<file path="src/hw/rtl/bsa_pkg.sv">
// ----------------------------------------------------------------------------
// bsa_pkg
// Shared types and codes for the bitmap slot allocator.
// ----------------------------------------------------------------------------
package bsa_pkg;

	localparam logic       REQ_ALLOC          = 1'b0;
	localparam logic       REQ_FREE           = 1'b1;
	localparam logic [7:0] SLOT_COUNT_RST     = 8'd128;
	localparam int         SLOT_W             = 7;
	localparam int         COUNT_W            = 8;

	typedef enum logic [1:0] {
		ST_OK        = 2'd0,
		ST_FULL      = 2'd1,
		ST_NOT_ALLOC = 2'd2,
		ST_RANGE     = 2'd3
	} status_t;

	// one queued request, classified by the front end
	typedef struct packed {
		logic              req_type;
		logic [SLOT_W-1:0] slot;
		logic              range_err;
	} req_ent_t;

endpackage

</file>
<file path="src/hw/rtl/bsa_if.sv">
// ----------------------------------------------------------------------------
// bsa_if
// Valid/ready channels for allocator requests and responses.
// ----------------------------------------------------------------------------
interface bsa_req_if;
	logic                       valid;
	logic                       ready;
	logic                       req_type;
	logic [bsa_pkg::SLOT_W-1:0] slot;

	modport source (output valid, output req_type, output slot, input ready);
	modport sink   (input valid, input req_type, input slot, output ready);
endinterface

interface bsa_rsp_if;
	logic                        valid;
	logic                        ready;
	logic [1:0]                  status;
	logic [bsa_pkg::SLOT_W-1:0]  granted_slot;
	logic [bsa_pkg::COUNT_W-1:0] used_count;

	modport source (output valid, output status, output granted_slot, output used_count,
		input ready);
	modport sink   (input valid, input status, input granted_slot, input used_count,
		output ready);
endinterface

</file>
<file path="src/hw/rtl/bsa_front.sv">
// ----------------------------------------------------------------------------
// bsa_front
// Accepts requests, flags out-of-range frees, and queues them (2 entries).
// ----------------------------------------------------------------------------
module bsa_front (
	input  logic                        clk,
	input  logic                        arst_n,
	input  logic [bsa_pkg::COUNT_W-1:0] limit,
	bsa_req_if.sink                     req,
	output logic                        q_valid,
	output bsa_pkg::req_ent_t           q_head,
	input  logic                        q_pop
);

	bsa_pkg::req_ent_t ent_q [2];
	logic              wr_ptr_q;
	logic              rd_ptr_q;
	logic [1:0]        cnt_q;
	logic              push;
	bsa_pkg::req_ent_t new_ent;

	assign req.ready = (cnt_q != 2'd2);
	assign push      = req.valid && req.ready;
	assign q_valid   = (cnt_q != 2'd0);
	assign q_head    = ent_q[rd_ptr_q];

	always_comb begin
		new_ent.req_type  = req.req_type;
		new_ent.slot      = req.slot;
		new_ent.range_err = ({1'b0, req.slot} >= limit);
	end

	always_ff @(posedge clk) begin
		if (push) begin
			ent_q[wr_ptr_q] <= new_ent;
		end
	end

	always_ff @(posedge clk or negedge arst_n) begin
		if (!arst_n) begin
			wr_ptr_q <= 1'b0;
			rd_ptr_q <= 1'b0;
			cnt_q    <= 2'd0;
		end else begin
			if (push) begin
				wr_ptr_q <= ~wr_ptr_q;
			end
			if (q_pop) begin
				rd_ptr_q <= ~rd_ptr_q;
			end
			if (push && !q_pop) begin
				cnt_q <= cnt_q + 2'd1;
			end else if (!push && q_pop) begin
				cnt_q <= cnt_q - 2'd1;
			end
		end
	end

endmodule

</file>
<file path="src/hw/rtl/bsa_back.sv">
// ----------------------------------------------------------------------------
// bsa_back
// Executes queued requests against the usage bitmap, one group per cycle.
// ----------------------------------------------------------------------------
module bsa_back #(
	parameter int CAPACITY    = 128,
	parameter int GROUP_WIDTH = 32
) (
	input  logic                        clk,
	input  logic                        arst_n,
	input  logic [bsa_pkg::COUNT_W-1:0] limit,
	input  logic                        q_valid,
	input  bsa_pkg::req_ent_t           q_head,
	output logic                        q_pop,
	bsa_rsp_if.source                   rsp
);

	localparam int NUM_GROUPS = (CAPACITY + GROUP_WIDTH - 1) / GROUP_WIDTH;
	localparam int GRP_W      = (NUM_GROUPS > 1) ? $clog2(NUM_GROUPS) : 1;
	localparam int BIT_W      = $clog2(GROUP_WIDTH);
	localparam int SPAN_W     = $clog2(NUM_GROUPS * GROUP_WIDTH + 1);
	localparam int CMP_W      = (SPAN_W > 9) ? SPAN_W : 9;

	typedef enum logic [2:0] {
		S_CLEAR,
		S_IDLE,
		S_SCAN,
		S_FREAD,
		S_FCHK
	} state_t;

	state_t                        state_q;
	logic [GRP_W-1:0]              grp_q;
	logic [CMP_W-1:0]              base_q;
	logic [BIT_W-1:0]              rem_q;
	logic [bsa_pkg::COUNT_W-1:0]   total_q;
	logic                          rsp_valid_q;
	bsa_pkg::status_t              status_q;
	logic [bsa_pkg::SLOT_W-1:0]    granted_q;

	logic [GROUP_WIDTH-1:0] mem [NUM_GROUPS];
	logic [GROUP_WIDTH-1:0] rd_data_q;
	logic                   rd_en;
	logic [GRP_W-1:0]       rd_addr;
	logic                   wr_en;
	logic [GRP_W-1:0]       wr_addr;
	logic [GROUP_WIDTH-1:0] wr_data;

	logic                   out_free;
	logic [CMP_W-1:0]       rem_lim;
	logic [CMP_W-1:0]       next_base;
	logic                   found;
	logic [BIT_W-1:0]       free_idx;
	logic                   last_grp;
	logic                   bit_set;

	assign out_free  = !rsp_valid_q || rsp.ready;
	assign q_pop     = (state_q == S_IDLE) && q_valid && out_free;
	assign rem_lim   = CMP_W'(limit) - base_q;
	assign next_base = base_q + CMP_W'(GROUP_WIDTH);
	assign last_grp  = (grp_q == GRP_W'(NUM_GROUPS - 1));
	assign bit_set   = rd_data_q[rem_q];

	// lowest clear bit below the limit
	always_comb begin
		found    = 1'b0;
		free_idx = '0;
		for (int b = GROUP_WIDTH - 1; b >= 0; b--) begin
			if (!rd_data_q[b] && (CMP_W'(b) < rem_lim)) begin
				found    = 1'b1;
				free_idx = BIT_W'(b);
			end
		end
	end

	always_comb begin
		rd_en   = 1'b0;
		rd_addr = grp_q;
		wr_en   = 1'b0;
		wr_addr = grp_q;
		wr_data = '0;
		unique case (state_q)
			S_CLEAR: begin
				wr_en = 1'b1;
			end
			S_IDLE: begin
				rd_en   = q_pop;
				rd_addr = '0;
			end
			S_SCAN: begin
				if (found) begin
					wr_en   = 1'b1;
					wr_data = rd_data_q | (GROUP_WIDTH'(1) << free_idx);
				end else begin
					rd_en   = 1'b1;
					rd_addr = GRP_W'(grp_q + 1'b1);
				end
			end
			S_FREAD: begin
				rd_en = 1'b1;
			end
			S_FCHK: begin
				wr_en   = bit_set;
				wr_data = rd_data_q & ~(GROUP_WIDTH'(1) << rem_q);
			end
			default: begin
			end
		endcase
	end

	always_ff @(posedge clk) begin
		if (wr_en) begin
			mem[wr_addr] <= wr_data;
		end
		if (rd_en) begin
			rd_data_q <= mem[rd_addr];
		end
	end

	always_ff @(posedge clk or negedge arst_n) begin
		if (!arst_n) begin
			state_q     <= S_CLEAR;
			grp_q       <= '0;
			base_q      <= '0;
			rem_q       <= '0;
			total_q     <= '0;
			rsp_valid_q <= 1'b0;
			status_q    <= bsa_pkg::ST_OK;
			granted_q   <= '0;
		end else begin
			if (rsp.valid && rsp.ready && !q_pop) begin
				rsp_valid_q <= 1'b0;
			end
			unique case (state_q)
				S_CLEAR: begin
					if (last_grp) begin
						grp_q   <= '0;
						state_q <= S_IDLE;
					end else begin
						grp_q <= GRP_W'(grp_q + 1'b1);
					end
				end
				S_IDLE: begin
					if (q_pop) begin
						base_q <= '0;
						rem_q  <= q_head.slot[BIT_W-1:0];
						if (q_head.req_type == bsa_pkg::REQ_ALLOC) begin
							grp_q <= '0;
							if (total_q >= limit) begin
								status_q    <= bsa_pkg::ST_FULL;
								granted_q   <= '0;
								rsp_valid_q <= 1'b1;
							end else begin
								rsp_valid_q <= 1'b0;
								state_q     <= S_SCAN;
							end
						end else if (q_head.range_err) begin
							status_q    <= bsa_pkg::ST_RANGE;
							granted_q   <= '0;
							rsp_valid_q <= 1'b1;
						end else begin
							grp_q       <= GRP_W'(q_head.slot >> BIT_W);
							rsp_valid_q <= 1'b0;
							state_q     <= S_FREAD;
						end
					end
				end
				S_SCAN: begin
					if (found) begin
						total_q     <= total_q + 1'b1;
						status_q    <= bsa_pkg::ST_OK;
						granted_q   <= bsa_pkg::SLOT_W'(base_q + CMP_W'(free_idx));
						rsp_valid_q <= 1'b1;
						state_q     <= S_IDLE;
					end else if (last_grp || (next_base >= CMP_W'(limit))) begin
						status_q    <= bsa_pkg::ST_FULL;
						granted_q   <= '0;
						rsp_valid_q <= 1'b1;
						state_q     <= S_IDLE;
					end else begin
						grp_q  <= GRP_W'(grp_q + 1'b1);
						base_q <= next_base;
					end
				end
				S_FREAD: begin
					state_q <= S_FCHK;
				end
				S_FCHK: begin
					granted_q   <= '0;
					rsp_valid_q <= 1'b1;
					state_q     <= S_IDLE;
					if (bit_set) begin
						status_q <= bsa_pkg::ST_OK;
						if (total_q != '0) begin
							total_q <= total_q - 1'b1;
						end
					end else begin
						status_q <= bsa_pkg::ST_NOT_ALLOC;
					end
				end
				default: begin
					state_q <= S_IDLE;
				end
			endcase
		end
	end

	assign rsp.valid        = rsp_valid_q;
	assign rsp.status       = status_q;
	assign rsp.granted_slot = granted_q;
	assign rsp.used_count   = total_q;

endmodule

</file>
<file path="src/hw/rtl/bitmap_slot_allocator_top.sv">
// Sequence: an allocate scans G bitmap groups in S_SCAN, G from 1 to the group count;
// early full and out-of-range answers come straight from S_IDLE; a free passes S_FREAD, S_FCHK.
// The back end executes one item at a time: an allocate holds it for its whole group scan,
// and a new item is taken only once the response register is free. A 2-entry request queue
// decouples input from execution.
// Reset: count cleared, slot_count = 128; then a clearing pass over all bitmap groups
// zeroes the bitmap before the first item is executed.
// ----------------------------------------------------------------------------
// bitmap_slot_allocator_top
// First-free slot allocator over a grouped usage bitmap.
// ----------------------------------------------------------------------------
module bitmap_slot_allocator_top #(
	parameter int CAPACITY    = 128,
	parameter int GROUP_WIDTH = 32
) (
	input  logic                        clk,
	input  logic                        arst_n,
	input  logic                        cfg_we,
	input  logic [bsa_pkg::COUNT_W-1:0] cfg_wdata,
	bsa_req_if.sink                     req,
	bsa_rsp_if.source                   rsp
);

	localparam int CAP_CLIP = (CAPACITY > 255) ? 255 : CAPACITY;

	logic [bsa_pkg::COUNT_W-1:0] slot_count_q;
	logic [bsa_pkg::COUNT_W-1:0] limit;
	logic                        q_valid;
	logic                        q_pop;
	bsa_pkg::req_ent_t           q_head;

	always_ff @(posedge clk or negedge arst_n) begin
		if (!arst_n) begin
			slot_count_q <= bsa_pkg::SLOT_COUNT_RST;
		end else if (cfg_we) begin
			slot_count_q <= cfg_wdata;
		end
	end

	assign limit = (slot_count_q > bsa_pkg::COUNT_W'(CAP_CLIP)) ?
		bsa_pkg::COUNT_W'(CAP_CLIP) : slot_count_q;

	bsa_front u_front (
		.clk     (clk),
		.arst_n  (arst_n),
		.limit   (limit),
		.req     (req),
		.q_valid (q_valid),
		.q_head  (q_head),
		.q_pop   (q_pop)
	);

	bsa_back #(
		.CAPACITY    (CAPACITY),
		.GROUP_WIDTH (GROUP_WIDTH)
	) u_back (
		.clk     (clk),
		.arst_n  (arst_n),
		.limit   (limit),
		.q_valid (q_valid),
		.q_head  (q_head),
		.q_pop   (q_pop),
		.rsp     (rsp)
	);

endmodule
</file>
<file path="src/flat_wrapper.sv">
// flat-port wrapper written by rule: the top's interface ports become plain ports
module bitmap_slot_allocator_top_flat 
#(
	parameter int CAPACITY    = 128,
	parameter int GROUP_WIDTH = 32
)
  (clk, arst_n, cfg_we, cfg_wdata, req_valid, req_req_type, req_slot, req_ready, rsp_valid, rsp_status, rsp_granted_slot, rsp_used_count, rsp_ready);
  bsa_req_if req_i ();
  bsa_rsp_if rsp_i ();
  input  logic clk;
  input  logic arst_n;
  input  logic cfg_we;
  input  logic [bsa_pkg::COUNT_W-1:0] cfg_wdata;
  input wire logic [$bits(req_i.valid)-1:0] req_valid;
  input wire logic [$bits(req_i.req_type)-1:0] req_req_type;
  input wire logic [$bits(req_i.slot)-1:0] req_slot;
  output wire logic [$bits(req_i.ready)-1:0] req_ready;
  output wire logic [$bits(rsp_i.valid)-1:0] rsp_valid;
  output wire logic [$bits(rsp_i.status)-1:0] rsp_status;
  output wire logic [$bits(rsp_i.granted_slot)-1:0] rsp_granted_slot;
  output wire logic [$bits(rsp_i.used_count)-1:0] rsp_used_count;
  input wire logic [$bits(rsp_i.ready)-1:0] rsp_ready;
  assign req_i.valid = req_valid;
  assign req_i.req_type = req_req_type;
  assign req_i.slot = req_slot;
  assign req_ready = req_i.ready;
  assign rsp_valid = rsp_i.valid;
  assign rsp_status = rsp_i.status;
  assign rsp_granted_slot = rsp_i.granted_slot;
  assign rsp_used_count = rsp_i.used_count;
  assign rsp_i.ready = rsp_ready;
  bitmap_slot_allocator_top #(.CAPACITY(CAPACITY), .GROUP_WIDTH(GROUP_WIDTH)) u_core (.clk(clk), .arst_n(arst_n), .cfg_we(cfg_we), .cfg_wdata(cfg_wdata), .req(req_i), .rsp(rsp_i));
endmodule
</file>
<file path="config.mk">
export PLATFORM = sky130hd
export DESIGN_NAME = bitmap_slot_allocator_top_flat
export DESIGN_NICKNAME = d
export VERILOG_FILES = /design/src/hw/rtl/bsa_pkg.sv /design/src/hw/rtl/bsa_if.sv /design/src/hw/rtl/bsa_front.sv /design/src/hw/rtl/bsa_back.sv /design/src/hw/rtl/bitmap_slot_allocator_top.sv /design/src/flat_wrapper.sv
export SDC_FILE = /design/constraint.sdc
export NUM_CORES = 1
export LEC_CHECK = 0
export BUFFER_PORTS_ARGS = -buffer_cell sky130_fd_sc_hd__buf_2
export CAP_MARGIN = 20
export CORE_ASPECT_RATIO = 1.2
export CORE_UTILIZATION = 65
export CTS_CLUSTER_DIAMETER = 200
export DETAILED_ROUTE_END_ITERATION = 10
export GPL_TIMING_DRIVEN = 0
export PLACE_DENSITY = 0.83
export SKIP_CTS_REPAIR_TIMING = 1
export SYNTH_ARGS = -nofsm -noshare
export SYNTH_HDL_FRONTEND = slang
export SYNTH_SLANG_ARGS = --single-unit
</file>
<file path="constraint.sdc">
create_clock -name clk -period 15.48 [get_ports clk]
set_clock_uncertainty 0.15 [all_clocks]
set_input_delay 0.774 -clock clk [delete_from_list [all_inputs] [get_ports clk]]
set_output_delay 0.774 -clock clk [all_outputs]
set_load 0.05 [all_outputs]
</file>
==> results.sh, run 1 <==
export IMPL_num_vias=8874
export IMPL_ir_drop_v=0.0001417
export IMPL_dieHeight_um=150.0
export IMPL_arrival_ns=6.54
export IMPL_start_kind="flop"
export IMPL_dp_hpwl_um=22630
export IMPL_async_flop_share=0.1982
export IMPL_drt_first_pass_iters=10
export IMPL_syn_area_um2=11870
export IMPL_clkLatencyLatePin_ns=0.52
export IMPL_rsz0062_at_grt="no"
export IMPL_finalCritPeriodShare=0.4152
export IMPL_synth_cell_types=78
export IMPL_clk_path_buf_depth=3
export IMPL_reg2reg_to="u_core.u_back.mem[1][20]"
export IMPL_synth_ff_latch_count=222
export IMPL_final_max_slew_viol_count=0
export IMPL_grt_pass1_vias=8596
export IMPL_htreeDepth=1
export IMPL_cap_viol_max_count=0
export IMPL_hp_class="in -> reg"
export IMPL_crit_type="reg -> reg"
export IMPL_max_freq_mhz=155.6
export IMPL_syn_to_final_growth_pct=12.34
export IMPL_netlist_instances=992
export IMPL_final_cell_mix="edfxtp_1, mux2i_1, o21ai_0, a21oi_1, nand2_1"
export IMPL_max_slew_margin=0.2741
export IMPL_grt_pass1_wl_um=48890
export IMPL_rr_startpoint="u_core.slot_count_q[7]"
export IMPL_whs_path_depth=1
export IMPL_min_to="u_core.u_front.ent_q[0][8]"
export IMPL_end_kind="flop"
export IMPL_place_congestion=0.9803
export IMPL_first_iter_violations=1111
export IMPL_numCtsBuffers=23
export IMPL_ios=40
export IMPL_finalSetupTns_ns=0
export IMPL_critPathMaxFanout=25
export IMPL_rrSetupSlack_ns=9.05
export IMPL_diodes=0
export IMPL_final_common_cell="edfxtp_1"
export IMPL_fp_dieW_um=125.4
export IMPL_power_leakage_nw=5.115
export IMPL_ctsRootBufferMaster="clkbuf_16"
export IMPL_cts_tree="done"
export IMPL_yosysWarnings=0
export IMPL_grtUsageTotal=0.3453
export IMPL_setup_viol=0
export IMPL_hold_worst_slack_ns=0.2938
export IMPL_hold_violations=0
export IMPL_die_area_um2=18810
export IMPL_tightest_slew_ns=1.077
export IMPL_rows=53
export IMPL_antenna_left=0
export IMPL_status="finished, violations left"
export IMPL_drc=3
export IMPL_syn_area_per_cell_um2=11.96
export IMPL_cp_required_ns=15.59
export IMPL_routed_via_density=6.842
export IMPL_gr_total_overflow=0
export IMPL_fill_cells=1158
export IMPL_antenna_found_initial=0
export IMPL_violations="design-rule violations"
export IMPL_totalWireLength_um=31980
export IMPL_synth_nets=1049
export IMPL_hp_start="req_req_type"
export IMPL_grt_max_degree=45
export IMPL_yosysSeqAreaShare=0.5432
export IMPL_io_buffers=38
export IMPL_fin_crit_ns=6.428
export IMPL_synth_edf_count=178
export IMPL_drive_gt1_frac=0.1411
export IMPL_coreArea_um2=17710
export IMPL_synth_ff_type="edfxtp_1"
export IMPL_routedWlPerCell_um=24.66
export IMPL_start_util=0.6703
export IMPL_reg2reg_depth=16
export IMPL_power_density_nw_per_um2=211.2
export IMPL_cts_reportedPaths_clkPinSlew_ns=0.06
export IMPL_clock_sinks=222
export IMPL_fin_nets=1118
==> area by class of cell <==
cell class / instances / area (um^2) / area share
tap: 220 / 275.3 / 0.02064
clock inverter: 16 / 275.3 / 0.02064
sequential: 222 / 6447 / 0.4835
clock buffer: 25 / 583.1 / 0.04373
buffer: 56 / 296.5 / 0.02224
inverter: 33 / 123.9 / 0.009290
timing repair buffer: 44 / 300.3 / 0.02252
multi-input combinational: 681 / 5032 / 0.3774
==> state kept, by name, summed over array words and instances (netlist names), 2 cells and up <==
register and count:
u_core.u_back.base_q 4, u_core.u_back.rsp.status 2, u_core.u_back.rsp.used_count 8, u_core.u_front.cnt_q 2, u_core.u_front.ent_q 18, u_core.u_back.rd_data_q 32, u_core.u_back.state_q 3, u_core.u_back.rsp.granted_slot 7
u_core.u_back.rem_q 5, u_core.slot_count_q 8, u_core.u_back.mem 128, u_core.u_back.grp_q 2
==> stage by stage <==
step	setup WS, ns	cell area (um^2)	power [W]	utilization	instances
detailed placement	9.282	12450	0.002155	0.7029	1254
finish	9.052	13330	0.002816	0.7531	1297
global placement	8.115	12330	0.002104	0.6966	1250
CTS	9.233	13300	0.002787	0.7514	1295
global route	8.845	13330	0.002929	0.7531	1297
floorplan	10.31	11870	0.001790	-	992
==> routing by layer <==
layer	part of all wire	vias up	track usage	wire (um)
met3	0.081	113	0.04219	2586
met4	0.055	0	0.1835	1766
met1	0.37	4320	0.4315	11850
met2	0.49	498	0.5933	15780
li1	-	3943	-	-
met5	0	-	0	0
==> worst max-delay path, stage by stage (launching register included) <==
cell and delay, ns:
dfstp_2 0.58, inv_1 0.06, clkbuf_1 0.25, nand2_1 0.31, inv_1 0.08, ha_1 0.34, or3_4 0.42, a211oi_4 0.46
buf_2 0.31, a31oi_1 0.16, nor4_1 0.59, nand4_1 0.39, o31a_1 0.45, clkbuf_1 0.32, a21oi_1 0.80, nor2b_4 0.22
buf_12 0.25
==> where the power goes <==
group | total, W | switching (W) | leakage, nW | internal [W]
sequential | 0.00106 | 0.000163 | 2.22 | 0.000895
combinational | 0.00113 | 0.000715 | 2.48 | 0.000414
clock | 0.000630 | 0.000238 | 0.415 | 0.000392
==> kinds of logic (layout without fill, tap and decap cells) <==
kind of cell | Yosys count | after routing | share of synthesized area
other | 2 | 2 | 0.0006327
adders and majority gates | 36 | 36 | 0.03858
and+or+nand+nor | 230 | 230 | 0.1055
xor gates and xnor gates | 18 | 18 | 0.01328
AOI/OAI and AO/OA | 265 | 265 | 0.1420
buffers and inverters | 89 | 174 | 0.03542
DFF | 222 | 222 | 0.5432
muxes | 130 | 130 | 0.1213
==> cell usage after synthesis, types with 5 or more instances <==
cell type  instances  area, um^2
mux4_2            10       225.2
and2_1             8       50.05
nand2_1           55       206.5
buf_1              6       22.52
a31oi_1           19       118.9
mux2i_1          109        1091
inv_1             33       123.9
a22o_1             5       43.79
o211ai_1           7       52.55
nand3_1           19       95.09
xor2_1             7       61.31
o31ai_1           14       105.1
nor2b_1           18       112.6
and3b_1            5       43.79
nor4_1             8       50.05
mux2_2            10       112.6
buf_6              9       101.4
or4_1              5       37.54
dfrtp_1           43        1076
o21ai_0           94       470.5
xnor2_1           11       96.34
a21oi_1           63       315.3
nor3_1            13       65.06
clkbuf_1          28       105.1
nand4_1            7       43.79
nand2b_1          12       75.07
a21o_1             6       45.04
buf_2             12       60.06
nor3b_1            6       45.04
a41oi_1            5       43.79
o21bai_1           5       37.54
edfxtp_1         178        5345
nand3b_1           5       37.54
ha_1              35       437.9
nor2_1            46       172.7
==> how the worst max path moves through the flow <==
stage / end / slack, ns / from
after global routing: u_core.u_back.mem[1][20] / 8.84 / u_core.slot_count_q[7]
after floorplan: u_core.u_back.mem[0][0] / 10.31 / u_core.slot_count_q[7]
after CTS: u_core.u_back.mem[0][20] / 9.23 / u_core.slot_count_q[7]
final: u_core.u_back.mem[1][20] / 9.05 / u_core.slot_count_q[7]
after global placement: u_core.u_back.mem[1][16] / 8.12 / u_core.slot_count_q[7]
after detailed placement: u_core.u_back.mem[2][16] / 9.28 / u_core.slot_count_q[7]
Note: power is estimated with default switching activity, not from simulation.
==> run 2, diff against run 1 <==
CORE_UTILIZATION = 63   (was 65)
PLACE_DENSITY = 0.81   (was 0.83)
clock period = 6.7 ns   (was 15.48 ns; I/O delays follow)
==> run 2 against run 1 <==
  * The run ends with negative hold slack left
  * Register-to-register slack got worse by 8.7 ns
  * Routed wire length is 4.1% lower
  * Cell area up 0.50%
  * Hold slack lost 0.32 ns
  * Count of clock-buffer cells in the layout up 7
  * Non-clock buffer count up 16
  * Global-route usage fell by 3.0 points
  * Combinational power increased by 130%
  * Sequential cell count is the same
  * Sequential share of layout area down 0.24 points
  * Cell count is 3.8% higher
  * Critical path type unchanged
  * Critical endpoint is now u_core.u_back.mem[3][14]
  * Highest routed layer unchanged
==> results.sh, run 2 (synthesis gave the netlist of run 1 again) <==
export IMPL_status="finished, violations left"
export IMPL_violations="negative hold slack"
export IMPL_grt_pass1_wl_um=46380
export IMPL_start_util=0.6482
export IMPL_numCtsBuffers=23
export IMPL_grtUsageTotal=0.3150
export IMPL_clock_sinks=222
export IMPL_first_iter_violations=1064
export IMPL_dp_hpwl_um=21790
export IMPL_cts_reportedPaths_clkPinSlew_ns=0.06
export IMPL_cp_required_ns=6.82
export IMPL_ios=40
export IMPL_swShare=0.4038
export IMPL_num_vias=8713
export IMPL_totalWireLength_um=30670
export IMPL_utilization=0.7319
export IMPL_max_slew_margin=0.3685
export IMPL_final_common_cell="edfxtp_1"
export IMPL_final_cell_mix="edfxtp_1, mux2i_1, o21ai_0, a21oi_1, nand2_1"
export IMPL_netSwitchingPower_w=0.002513
export IMPL_hold_worst_slack_ns=-0.03117
export IMPL_antenna_found_initial=1
export IMPL_drt_first_pass_iters=6
export IMPL_critPathMaxFanout=24
export IMPL_gr_total_overflow=0
export IMPL_hp_class="in -> reg"
export IMPL_max_freq_mhz=157.4
export IMPL_dieHeight_um=152.4
export IMPL_crit_type="reg -> reg"
export IMPL_fin_crit_ns=6.355
export IMPL_reg2reg_depth=16
export IMPL_grt_pass1_vias=8542
export IMPL_place_congestion=0.9926
export IMPL_rrSetupSlack_ns=0.34
export IMPL_ctsRootBufferMaster="clkbuf_16"
export IMPL_drive_gt1_frac=0.1372
export IMPL_fp_dieW_um=127.3
export IMPL_routedWlPerCell_um=22.79
export IMPL_slowest_stage="a21oi_1"
export IMPL_die_area_um2=19390
export IMPL_rows=54
export IMPL_path_cells="inv_1 -> clkbuf_1 -> nand2_1 -> inv_1 -> ha_1 -> or3_4 -> a211oi_4 -> buf_2 -> a31oi_1 -> nor4_1 -> nand4_1 -> o31a_1 -> clkbuf_1 -> a21oi_1 -> nor2b_4 -> buf_12"
export IMPL_wl_met1_um=11560
export IMPL_coreArea_um2=18310
export IMPL_grt_max_degree=45
export IMPL_clk_path_buf_depth=3
export IMPL_hold_violations=1
export IMPL_io_buffers=38
export IMPL_top_layer="met4"
export IMPL_cts_tree="done"
export IMPL_slowest_delay_ns=0.79
export IMPL_clkLatencyLatePin_ns=0.53
export IMPL_internal_power_w=0.003711
export IMPL_setup_viol=0
export IMPL_pre_cts_slack_ns=0.5352
export IMPL_startpoint="u_core.slot_count_q[7]"
export IMPL_finalCritPeriodShare=0.9485
export IMPL_crit_end="u_core.u_back.mem[3][14]"
export IMPL_drc=0
export IMPL_cap_viol_max_count=0
export IMPL_rsz0062_at_grt="no"
export IMPL_ir_drop_v=0.0003103
export IMPL_whs_path_depth=3
export IMPL_wl_met3_um=2426
export IMPL_pwr_share_seq=0.387
export IMPL_combPwrFrac=0.418
export IMPL_start_kind="flop"
export IMPL_htreeDepth=1
export IMPL_power_density_nw_per_um2=464.5
export IMPL_tightest_slew_ns=0.9451
export IMPL_clockPowerShare=0.195
export IMPL_final_max_slew_viol_count=0
export IMPL_regMostFlops="u_core.u_back.mem"
export IMPL_arrival_ns=6.47
export IMPL_antenna_left=0
export IMPL_syn_to_final_growth_pct=12.90
export IMPL_largest_reg_flops=128
export IMPL_worst_slack_ns=0.3448
export IMPL_top_regs="u_core.u_back.mem: 128 flops, u_core.u_back.rd_data_q: 32 flops, u_core.u_front.ent_q: 18 flops"
export IMPL_routed_via_density=6.473
export IMPL_end_kind="flop"
export IMPL_rr_startpoint="u_core.slot_count_q[7]"
export IMPL_route_met2_wl_um=14760
export IMPL_power_leakage_nw=5.119
export IMPL_reg2reg_to="u_core.u_back.mem[3][14]"
export IMPL_fin_nets=1134
-- run 2: cell types whose count changed in the layout (fill, tap and decap cells not counted) --
cell           previous run  this run
dlygate4sd3_1             1        17
inv_16                    0         1
clkinv_2                  3         4
inv_8                     2         0
clkbuf_8                  0         4
clkinv_4                  0         1
bufinv_16                 7         0
clkinv_1                  1         0
diode_2                   0         1
clkbuf_1                 30        33
-- run 2: worst min path at each step --
stage	slack, ns	start	end
after CTS	-0.15	req_req_type	u_core.u_front.ent_q[0][8]
after floorplan	-0.11	arst_n	u_core.slot_count_q[0]
after detailed placement	0.34	u_core.u_back.rsp.granted_slot[6]	u_core.u_back.rsp.granted_slot[6]
after global placement	0.33	u_core.u_back.rsp.granted_slot[6]	u_core.u_back.rsp.granted_slot[6]
final	-0.03	req_valid	u_core.u_front.wr_ptr_q
after global routing	0.006	req_valid	u_core.u_front.wr_ptr_q
-- run 2: cell type report --
class | count | area, um^2
Antenna cell | 1 | 2.502
Buffer | 56 | 296.5
Clock buffer | 32 | 649.4
Clock inverter | 9 | 72.57
Fill cell | 1236 | 4910
Inverter | 33 | 123.9
Multi-Input combinational cell | 681 | 5032
Sequential cell | 222 | 6447
Tap cell | 252 | 315.3
Timing Repair Buffer | 60 | 460.4
-- run 2: per-layer routing --
layer  vias up  track usage
met5         -            0
met1      4161       0.3866
li1       3967            -
met4         0       0.1808
met3       132      0.05899
met2       453       0.5209
-- run 2: power groups by stage --
stage | clock network (W) | logic [W] | registers [W]
after global routing | 0.00128 | 0.00281 | 0.00242
after detailed placement | 0 | 0.00255 | 0.00240
after floorplan | 0 | 0.00176 | 0.00237
after global placement | 0 | 0.00244 | 0.00241
final | 0.00121 | 0.00260 | 0.00241
after CTS | 0.00122 | 0.00255 | 0.00238
-- run 2: critical path: cells and delay by family (launching register included) --
| family | cells | cell delay, ns |
|---|---|---|
| AO/OA/AOI/OAI | 4 | 1.86 |
| buffers and inverters | 6 | 1.30 |
| adder cells (fa/ha/maj) | 1 | 0.34 |
| AND/OR/NAND/NOR | 5 | 1.84 |
| flip-flops | 1 | 0.58 |
-- run 2: stage by stage --
step	cells	setup TNS [ns]	total power (W)	instance area, um^2
after floorplan	992	0	0.004135	11870
after global placement	1282	-84.87	0.004847	12370
after detailed placement	1286	0	0.004949	12490
after CTS	1327	0	0.006156	13210
after global routing	1346	0	0.006512	13400
final	1346	0	0.006224	13400
